===== src/rtl/centroid_to_pan_tilt_aim_core_assert.svh =====
// assertion macros shared by the aim core
`ifndef CENTROID_TO_PAN_TILT_AIM_CORE_ASSERT_SVH
`define CENTROID_TO_PAN_TILT_AIM_CORE_ASSERT_SVH

// checked only outside reset
`define CTPTA_ASSERT(lbl, prop, msg) \
  lbl: assert property (@(posedge clk) disable iff (!rst_n) prop) else $error(msg);

// checked on every edge, reset included
`define CTPTA_ASSERT_ALWAYS(lbl, prop, msg) \
  lbl: assert property (@(posedge clk) prop) else $error(msg);

`endif


===== src/rtl/ctpta_pkg.sv =====
package ctpta_pkg;

  localparam int IMG_WIDTH_DEF  = 640;
  localparam int IMG_HEIGHT_DEF = 480;

  localparam int POS_W   = 16;
  localparam int ANGLE_W = 16;
  localparam int VIEW_W  = 15;
  localparam int TERM_W  = 29;
  localparam int SUM_W   = 30;

  // stages inside each axis datapath, then origin add, then clamp/output
  localparam int AX_STAGES  = 5;
  localparam int NUM_STAGES = AX_STAGES + 2;

  localparam int CFG_IDX_W  = 3;
  localparam int CFG_DATA_W = 16;

  localparam logic [CFG_IDX_W-1:0] REG_PAN_ORIGIN  = 3'd0;
  localparam logic [CFG_IDX_W-1:0] REG_TILT_ORIGIN = 3'd1;
  localparam logic [CFG_IDX_W-1:0] REG_H_VIEW      = 3'd2;
  localparam logic [CFG_IDX_W-1:0] REG_V_VIEW      = 3'd3;
  localparam logic [CFG_IDX_W-1:0] REG_PAN_LOWER   = 3'd4;
  localparam logic [CFG_IDX_W-1:0] REG_PAN_UPPER   = 3'd5;
  localparam logic [CFG_IDX_W-1:0] REG_TILT_LOWER  = 3'd6;
  localparam logic [CFG_IDX_W-1:0] REG_TILT_UPPER  = 3'd7;

  localparam logic signed [ANGLE_W-1:0] PAN_ORIGIN_RST  = 16'sd0;
  localparam logic signed [ANGLE_W-1:0] TILT_ORIGIN_RST = 16'sd0;
  localparam logic [VIEW_W-1:0]         H_VIEW_RST      = 15'd3840;
  localparam logic [VIEW_W-1:0]         V_VIEW_RST      = 15'd2880;
  localparam logic signed [ANGLE_W-1:0] LOWER_RST       = 16'sd1;
  localparam logic signed [ANGLE_W-1:0] UPPER_RST       = 16'sd0;

  typedef struct packed {
    logic [POS_W-1:0] centroid_column;
    logic [POS_W-1:0] centroid_row;
  } in_word_t;

  typedef struct packed {
    logic                      commanded;
    logic signed [ANGLE_W-1:0] pan_angle;
    logic signed [ANGLE_W-1:0] tilt_angle;
  } out_word_t;

endpackage


===== src/rtl/centroid_to_pan_tilt_aim_core.sv =====
// Centroid to pan/tilt aim core. Takes one centroid word per cycle (1/16 pixel)
// while in_stall is low and returns one angle word per centroid (1/64 degree),
// in order. The pan and tilt offset terms each pass a five-stage
// datapath (offset, field-of-view multiply, reciprocal multiply, back multiply,
// remainder correction) that divides by 16 x image size truncating toward zero;
// an origin add and the limit clamp follow. Throughput is one word per cycle;
// while out_stall holds, empty stages keep filling, and in_stall rises only
// when all seven stages hold words. Registers are written through the cfg port
// (always ready) and must only change while no words are in flight. If either
// axis has lower limit above upper limit, commanded is 0 and both angles are 0.
module centroid_to_pan_tilt_aim_core import ctpta_pkg::*; #(
  parameter int IMAGE_WIDTH  = IMG_WIDTH_DEF,
  parameter int IMAGE_HEIGHT = IMG_HEIGHT_DEF
) (
  input  logic                  clk,
  input  logic                  rst_n,
  input  logic                  in_valid,
  output logic                  in_stall,
  input  in_word_t              in_word,
  output logic                  out_valid,
  input  logic                  out_stall,
  output out_word_t             out_word,
  input  logic                  cfg_valid,
  output logic                  cfg_ready,
  input  logic [CFG_IDX_W-1:0]  cfg_index,
  input  logic [CFG_DATA_W-1:0] cfg_data
);

  `include "centroid_to_pan_tilt_aim_core_assert.svh"

  // configuration registers
  logic signed [ANGLE_W-1:0] pan_origin_r;
  logic signed [ANGLE_W-1:0] tilt_origin_r;
  logic [VIEW_W-1:0]         h_view_r;
  logic [VIEW_W-1:0]         v_view_r;
  logic signed [ANGLE_W-1:0] pan_lower_r;
  logic signed [ANGLE_W-1:0] pan_upper_r;
  logic signed [ANGLE_W-1:0] tilt_lower_r;
  logic signed [ANGLE_W-1:0] tilt_upper_r;

  assign cfg_ready = 1'b1;

  always_ff @(posedge clk) begin
    if (!rst_n) begin
      pan_origin_r  <= PAN_ORIGIN_RST;
      tilt_origin_r <= TILT_ORIGIN_RST;
      h_view_r      <= H_VIEW_RST;
      v_view_r      <= V_VIEW_RST;
      pan_lower_r   <= LOWER_RST;
      pan_upper_r   <= UPPER_RST;
      tilt_lower_r  <= LOWER_RST;
      tilt_upper_r  <= UPPER_RST;
    end else if (cfg_valid && cfg_ready) begin
      case (cfg_index)
        REG_PAN_ORIGIN:  pan_origin_r  <= signed'(cfg_data);
        REG_TILT_ORIGIN: tilt_origin_r <= signed'(cfg_data);
        REG_H_VIEW:      h_view_r      <= cfg_data[VIEW_W-1:0];
        REG_V_VIEW:      v_view_r      <= cfg_data[VIEW_W-1:0];
        REG_PAN_LOWER:   pan_lower_r   <= signed'(cfg_data);
        REG_PAN_UPPER:   pan_upper_r   <= signed'(cfg_data);
        REG_TILT_LOWER:  tilt_lower_r  <= signed'(cfg_data);
        REG_TILT_UPPER:  tilt_upper_r  <= signed'(cfg_data);
        default: ;
      endcase
    end
  end

  // stage valid bits and per-stage advance; a stage loads when empty or draining
  logic [NUM_STAGES-1:0] vld_r;
  logic [NUM_STAGES-1:0] vld_nxt;
  logic [NUM_STAGES-1:0] en;

  always_comb begin
    en[NUM_STAGES-1] = !vld_r[NUM_STAGES-1] || !out_stall;
    for (int k = NUM_STAGES - 2; k >= 0; k--) begin
      en[k] = !vld_r[k] || en[k+1];
    end
  end

  always_comb begin
    vld_nxt = vld_r;
    if (en[0]) begin
      vld_nxt[0] = in_valid;
    end
    for (int k = 1; k < NUM_STAGES; k++) begin
      if (en[k]) begin
        vld_nxt[k] = vld_r[k-1];
      end
    end
  end

  always_ff @(posedge clk) begin
    if (!rst_n) begin
      vld_r <= '0;
    end else begin
      vld_r <= vld_nxt;
    end
  end

  assign in_stall  = !en[0];
  assign out_valid = vld_r[NUM_STAGES-1];

  // offset terms
  logic signed [TERM_W-1:0] pan_term;
  logic signed [TERM_W-1:0] tilt_term;

  ctpta_axis #(
    .SIZE (IMAGE_WIDTH)
  ) u_pan_axis (
    .clk  (clk),
    .en   (en[AX_STAGES-1:0]),
    .pos  (in_word.centroid_column),
    .view (h_view_r),
    .term (pan_term)
  );

  ctpta_axis #(
    .SIZE (IMAGE_HEIGHT)
  ) u_tilt_axis (
    .clk  (clk),
    .en   (en[AX_STAGES-1:0]),
    .pos  (in_word.centroid_row),
    .view (v_view_r),
    .term (tilt_term)
  );

  // origin add; tilt term is subtracted since rows grow downward
  logic signed [SUM_W-1:0] pan_sum_r;
  logic signed [SUM_W-1:0] tilt_sum_r;

  always_ff @(posedge clk) begin
    if (en[AX_STAGES]) begin
      pan_sum_r  <= SUM_W'(pan_origin_r) + SUM_W'(pan_term);
      tilt_sum_r <= SUM_W'(tilt_origin_r) - SUM_W'(tilt_term);
    end
  end

  // clamp and output register
  function automatic logic signed [ANGLE_W-1:0] clamp_angle(
    input logic signed [SUM_W-1:0]   val,
    input logic signed [ANGLE_W-1:0] lo,
    input logic signed [ANGLE_W-1:0] hi
  );
    logic signed [ANGLE_W-1:0] res;
    if (val < SUM_W'(lo)) begin
      res = lo;
    end else if (val > SUM_W'(hi)) begin
      res = hi;
    end else begin
      res = val[ANGLE_W-1:0];
    end
    return res;
  endfunction

  logic      axes_ok;
  out_word_t out_nxt;
  out_word_t out_word_r;

  assign axes_ok = (pan_lower_r <= pan_upper_r) && (tilt_lower_r <= tilt_upper_r);

  always_comb begin
    out_nxt = '0;
    if (axes_ok) begin
      out_nxt.commanded  = 1'b1;
      out_nxt.pan_angle  = clamp_angle(pan_sum_r, pan_lower_r, pan_upper_r);
      out_nxt.tilt_angle = clamp_angle(tilt_sum_r, tilt_lower_r, tilt_upper_r);
    end
  end

  always_ff @(posedge clk) begin
    if (en[NUM_STAGES-1]) begin
      out_word_r <= out_nxt;
    end
  end

  assign out_word = out_word_r;

  `CTPTA_ASSERT_ALWAYS(a_reset_empties, !rst_n |=> vld_r == '0, "pipeline not empty after reset")
  `CTPTA_ASSERT(a_stall_only_full, in_stall |-> (&vld_r), "input stalled with an empty stage")
  `CTPTA_ASSERT(a_idle_zero, (out_valid && !out_word.commanded) |-> (out_word.pan_angle == '0 && out_word.tilt_angle == '0), "uncommanded word has nonzero angle")
  `CTPTA_ASSERT(a_pan_in_limits, (out_valid && out_word.commanded) |-> (out_word.pan_angle >= pan_lower_r && out_word.pan_angle <= pan_upper_r), "pan angle outside limits")
  `CTPTA_ASSERT(a_tilt_in_limits, (out_valid && out_word.commanded) |-> (out_word.tilt_angle >= tilt_lower_r && out_word.tilt_angle <= tilt_upper_r), "tilt angle outside limits")

endmodule


===== src/rtl/ctpta_axis.sv =====
module ctpta_axis import ctpta_pkg::*; #(
  parameter int SIZE = IMG_WIDTH_DEF
) (
  input  logic                     clk,
  input  logic [AX_STAGES-1:0]     en,
  input  logic [POS_W-1:0]         pos,
  input  logic [VIEW_W-1:0]        view,
  output logic signed [TERM_W-1:0] term
);

  localparam int     CENTER  = 8 * SIZE;
  localparam int     DIVISOR = 16 * SIZE;
  // floor(2^31 / divisor): estimate is exact or one low for products below 2^31
  localparam longint RECIP   = (64'sd1 <<< 31) / DIVISOR;

  localparam logic signed [17:0] CENTER_W  = 18'(CENTER);
  localparam logic [15:0]        DIVISOR_W = 16'(DIVISOR);
  localparam logic [27:0]        RECIP_W   = 28'(RECIP);

  // stage 0: offset from centre as sign and magnitude
  logic signed [17:0] diff;
  logic signed [17:0] diff_abs;
  logic [15:0] mag0_r;
  logic        neg0_r;

  assign diff     = signed'({2'b00, pos}) - CENTER_W;
  assign diff_abs = diff[17] ? -diff : diff;

  always_ff @(posedge clk) begin
    if (en[0]) begin
      mag0_r <= diff_abs[15:0];
      neg0_r <= diff[17];
    end
  end

  // stage 1: scale by field of view
  logic [30:0] prod1_r;
  logic        neg1_r;

  always_ff @(posedge clk) begin
    if (en[1]) begin
      prod1_r <= mag0_r * view;
      neg1_r  <= neg0_r;
    end
  end

  // stage 2: reciprocal multiply for the quotient estimate
  logic [58:0] scaled;
  logic [27:0] est2_r;
  logic [30:0] prod2_r;
  logic        neg2_r;

  assign scaled = prod1_r * RECIP_W;

  always_ff @(posedge clk) begin
    if (en[2]) begin
      est2_r  <= scaled[58:31];
      prod2_r <= prod1_r;
      neg2_r  <= neg1_r;
    end
  end

  // stage 3: multiply estimate back by the divisor
  logic [43:0] back;
  logic [30:0] back3_r;
  logic [27:0] est3_r;
  logic [30:0] prod3_r;
  logic        neg3_r;

  assign back = est2_r * DIVISOR_W;

  always_ff @(posedge clk) begin
    if (en[3]) begin
      back3_r <= back[30:0];
      est3_r  <= est2_r;
      prod3_r <= prod2_r;
      neg3_r  <= neg2_r;
    end
  end

  // stage 4: remainder correction, then restore sign (truncates toward zero)
  logic [30:0]              rem;
  logic                     bump;
  logic [27:0]              quot;
  logic signed [TERM_W-1:0] quot_s;
  logic signed [TERM_W-1:0] term4_r;

  assign rem    = prod3_r - back3_r;
  assign bump   = (rem >= 31'(DIVISOR_W));
  assign quot   = est3_r + {27'd0, bump};
  assign quot_s = signed'({1'b0, quot});

  always_ff @(posedge clk) begin
    if (en[4]) begin
      term4_r <= neg3_r ? -quot_s : quot_s;
    end
  end

  assign term = term4_r;

endmodule


===== config.mk =====
export PLATFORM = sky130hd
export DESIGN_NAME = centroid_to_pan_tilt_aim_core
export DESIGN_NICKNAME = d
export VERILOG_FILES = /design/src/rtl/ctpta_pkg.sv /design/src/rtl/centroid_to_pan_tilt_aim_core.sv /design/src/rtl/ctpta_axis.sv
export VERILOG_INCLUDE_DIRS = /design/src /design/src/rtl
export SDC_FILE = /design/constraint.sdc
export NUM_CORES = 2
export LEC_CHECK = 0
export ABC_AREA = 1
export BUFFER_PORTS_ARGS = -buffer_cell sky130_fd_sc_hd__buf_2
export CORE_ASPECT_RATIO = 0.6
export CORE_UTILIZATION = 65
export CTS_BUF_LIST = sky130_fd_sc_hd__clkbuf_2
export CTS_CLUSTER_DIAMETER = 40
export DETAILED_ROUTE_END_ITERATION = 10
export MAX_ROUTING_LAYER = met4
export PLACE_DENSITY_LB_ADDON = 0.15
export RECOVER_POWER = 25
export SETUP_SLACK_MARGIN = 0.15
export SYNTH_ARGS = -nofsm -noshare
export SYNTH_HDL_FRONTEND = slang
export SYNTH_SLANG_ARGS = --single-unit

===== constraint.sdc =====
create_clock -name clk -period 31.8 [get_ports clk]
set_input_delay 1.59 -clock clk [delete_from_list [all_inputs] [get_ports clk]]
set_output_delay 1.59 -clock clk [all_outputs]
set_load 0.02 [all_outputs]

==> results.txt <==
----------------------------------------------------
[Status]
  Result of the run ... finished with violations
  Violated checks ... capacitance limit, slew limit

[CTS]
  Total clock buffers created by CTS ... 145
  Clock-pin slew on the worst setup and hold paths ... 120 ps
  Cts repair resizes ... 0
  Post-CTS Hold Buffers ... 0
  Clk Latency, worst-skew pair ... 1650 ps
  Deepest clock path buffer count ... 3
  Post-CTS Setup Bufs ... 0
  H-tree lvl count ... 4
  CTS root buffer ... sky130_fd_sc_hd__clkbuf_2
  Clock sink count ... 605
  Clock tree from TritonCTS ... done

[Detailed routing]
  Met3 routed wirelength ... 19400 µm
  Top Metal Used ... met4
  Via count ... 53100
  Post-route DRC violation count ... 0
  Routed length per instance ... 18.6 µm
  Total routed wire length on the met1 layer ... 81600 µm
  Antenna violation net count after detailed routing ... 0
  Initial DRC Count ... 5421
  Wire length on met2 ... 72400 µm
  Total iterations of the first detailed-routing run ... 8
  DR vias/cell ... 5.61
  Final wirelength ... 176000 µm

[Worst setup path]
  Critical path's largest stage delay ... 1530 ps
  Crit path kind ... reg -> out
  Cell chain of the critical path ... nand2_1 > clkbuf_1 > nor2_1 > inv_2 > buf_4 > nor2_1 > inv_2 > buf_4 > nor2_1 > inv_6 > nor2_1 > inv_4 > nor2_1 > inv_2 > nor2_1 > buf_2
  Worst path required time ... 30210 ps
  End of the worst register-to-register path ... u_tilt_axis.prod1_r[28]
  Endpoint type of the worst setup path ... primary output
  Critical path launch point ... vld_r[6]
  Startpoint of the most critical register-to-register path ... u_tilt_axis.mag0_r[10]
  Critical path buffer and inverter count ... 9
  Cell at the slowest stage of the critical path ... sky130_fd_sc_hd__clkbuf_1
  Cell seen most often among critical-path stages ... sky130_fd_sc_hd__nor2_1
  Largest fanout of any net on the critical path ... 71
  Register-to-register path setup slack ... 25160 ps
  Family of cells with the greatest summed delay on the critical path ... buffers and inverters
  Worst R2R Path Depth ... 17
  Crit start category ... flip-flop
  Crit path DAT ... 7150 ps

[Timing]
  Normalized max-slew margin ... -258%
  Max Slew Vio Count ... 164
  Final worst-path cycle share ... 27.5%
  Achievable Freq ... 0.114 GHz
  Final WS setup ... 23060 ps
  Number of hold violations in the final report ... 0
  Clock period minus worst slack ... 8740 ps
  Final number of setup-violating endpoints ... 0
  Slew at the pin with the worst max-slew slack ... 5370 ps
  Setup repair after global routing missed its margin ... false
  Worst setup skew after layout ... 157 ps
  Setup TNS ... 0 ps

[Floorplanning]
  Row Count ... 90
  Std-Cell Core Area ... 101000 µm²
  Num ports ... 92
  Effective utilization at floorplan ... 66.0%
  Overall die width ... 415 µm
  Die outline area ... 104000 µm²
  Overall die height ... 250 µm

[Synth]
  Share of Yosys cell area claimed by the top area cell type ... 21.3%
  Most numerous cell in the Yosys netlist ... sky130_fd_sc_hd__inv_1
  Proportion of register bits with asynchronous set or reset after synthesis ... 0%
  Number of register bits inferred by synthesis ... 605
  Count of flip-flops with a built-in enable after synthesis ... 472
  Top area cells in the synthesized netlist ... sky130_fd_sc_hd__edfxtp_1, sky130_fd_sc_hd__fa_1, sky130_fd_sc_hd__ha_1
  Avg Inst Size Synth ... 8.41 µm²
  Yosys warns ... 0
  Commonest cells post-synth ... sky130_fd_sc_hd__inv_1, sky130_fd_sc_hd__nand2_1, sky130_fd_sc_hd__ha_1, sky130_fd_sc_hd__fa_1, sky130_fd_sc_hd__nor2_1
  Part of the Yosys area used for sequential elements ... 25.3%
  Syn_nets ... 9488
  Prevailing post-synth register cell ... sky130_fd_sc_hd__edfxtp_1
  Cell taking the most area after synthesis ... sky130_fd_sc_hd__edfxtp_1
  Number of library cell types mapped by synthesis ... 60
  Mapped Area ... 66600 µm²
  Gate count of the mapped netlist ... 7919

[Global route]
  Total congestion overflow ... 0
  Antenna violations before repair ... 9
  Maximum number of pins on one net before global-route repair ... 128
  Global router's overall resource usage ... 35.7%
  First-pass GRT wire length ... 281000 µm
  Number of global-route vias before repair ... 51400

[Final layout]
  Total of fill cells in the finished design ... 8368
  Nets@finish ... 9582
  Layout cells sized above 1 ... 5.24%
  Non-filler instance count after layout ... 9473
  Area growth from synthesis to layout ... 4.64%

[Place]
  Post-Place Cells ... 9200
  Post-Place Worst Slack ... 24480 ps
  Final estimated routing congestion in global placement ... 0.988
  IO Port Bufs ... 90
  Detailed placer's ending HPWL ... 143000 µm

[Job]
  # Max-Cap Violations ... 2

[Hold path]
  Worst Hold End ... vld_r[0]
  Cells on Worst Hold Path ... 3
  Launch instance of the worst min-delay path ... in_valid
  Min-Delay Path Class ... in -> reg

----------------------------------------------------
per-layer routing:
layer	vias to the layer above	global-route usage, %
met4	0	6.92
li1	25300	-
met1	25400	54.0
met5	-	-
met2	2292	49.0
met3	183	7.85
kinds of logic (layout without fill, tap and decap cells):
group	after synthesis	after routing	synth area share, %
compound gates	970	970	7.88
other cells	1	10	0.00563
xor+xnor	253	253	3.39
flops	605	605	25.3
buf+inv	1930	2141	10.9
fa+ha+maj	1513	1513	36.0
simple gates	2647	2647	16.6
through the flow:
step	instance area (µm²)	hold WS, ps	utilization, %
floorplan	66600	400	-
global placement	68200	401	67.6
detailed placement	68200	405	67.6
CTS	69700	81.1	69.0
global route	69700	134	69.0
finish	69700	262	69.0
worst register-to-register path, stage by stage, from the launching register on:
cell                       delay [ps]
sky130_fd_sc_hd__edfxtp_1         960
sky130_fd_sc_hd__nand2_1          220
sky130_fd_sc_hd__fa_1             550
sky130_fd_sc_hd__fa_1             530
sky130_fd_sc_hd__inv_1             60
sky130_fd_sc_hd__fa_1             490
sky130_fd_sc_hd__fa_1             520
sky130_fd_sc_hd__fa_1             520
sky130_fd_sc_hd__fa_1             490
sky130_fd_sc_hd__ha_1             390
sky130_fd_sc_hd__nand2_1          150
sky130_fd_sc_hd__nor3_1           580
sky130_fd_sc_hd__nand4_1          270
sky130_fd_sc_hd__nand3_1          260
sky130_fd_sc_hd__a21o_1           210
sky130_fd_sc_hd__nand2_1           90
sky130_fd_sc_hd__nand3_1           70
sky130_fd_sc_hd__nand2_1           50
registers in the layout, summed over array words and instances (netlist names), 19 cells and up:
name,count
u_pan_axis.prod2_r,31
u_tilt_axis.prod1_r,31
u_tilt_axis.prod2_r,22
pan_sum_r,30
u_tilt_axis.prod3_r,22
u_tilt_axis.est2_r,19
u_pan_axis.prod3_r,31
tilt_sum_r,30
u_pan_axis.term,29
u_pan_axis.back3_r,20
out_word,33
u_pan_axis.prod1_r,31
u_tilt_axis.term,29
u_tilt_axis.back3_r,22
worst max path at each step:
stage                     endpoint  slack [ps]  cells after the start
after detailed placement  in_stall       24480                     17
after CTS                 in_stall       24000                     16
after global routing      in_stall       22460                     16
final                     in_stall       23060                     16
after global placement    in_stall       24520                     17
after floorplan           in_stall       18760                     12
cell type report:
type / instances / area (µm²) / area share, %
Timing Repair Buffer: 101 / 522 / 0.748
Antenna cell: 9 / 22.5 / 0.0323
Sequential cell: 605 / 16800 / 24.1
Clock buffer: 213 / 1070 / 1.53
Clock inverter: 51 / 404 / 0.580
Multi-Input combinational cell: 5384 / 42500 / 61.0
Tap cell: 1334 / 1670 / 2.39
Inverter: 1776 / 6670 / 9.57
placed cells by master, fill, tap and decap left out, types with 79 or more instances in the layout:
cell type                  count
sky130_fd_sc_hd__inv_1      1761
sky130_fd_sc_hd__clkbuf_2    213
sky130_fd_sc_hd__xor2_1      170
sky130_fd_sc_hd__xnor2_1      79
sky130_fd_sc_hd__nor2_1      545
sky130_fd_sc_hd__fa_1        670
sky130_fd_sc_hd__nand3_1     311
sky130_fd_sc_hd__a21oi_1     468
sky130_fd_sc_hd__dfxtp_1     133
sky130_fd_sc_hd__nand2_1    1543
sky130_fd_sc_hd__edfxtp_1    472
sky130_fd_sc_hd__o21ai_0     331
sky130_fd_sc_hd__ha_1        843
sky130_fd_sc_hd__buf_2        87
Power is left out: the tool's default activity adds up to more than one toggle a clock period on the data nets, which glitch-free logic cannot reach.
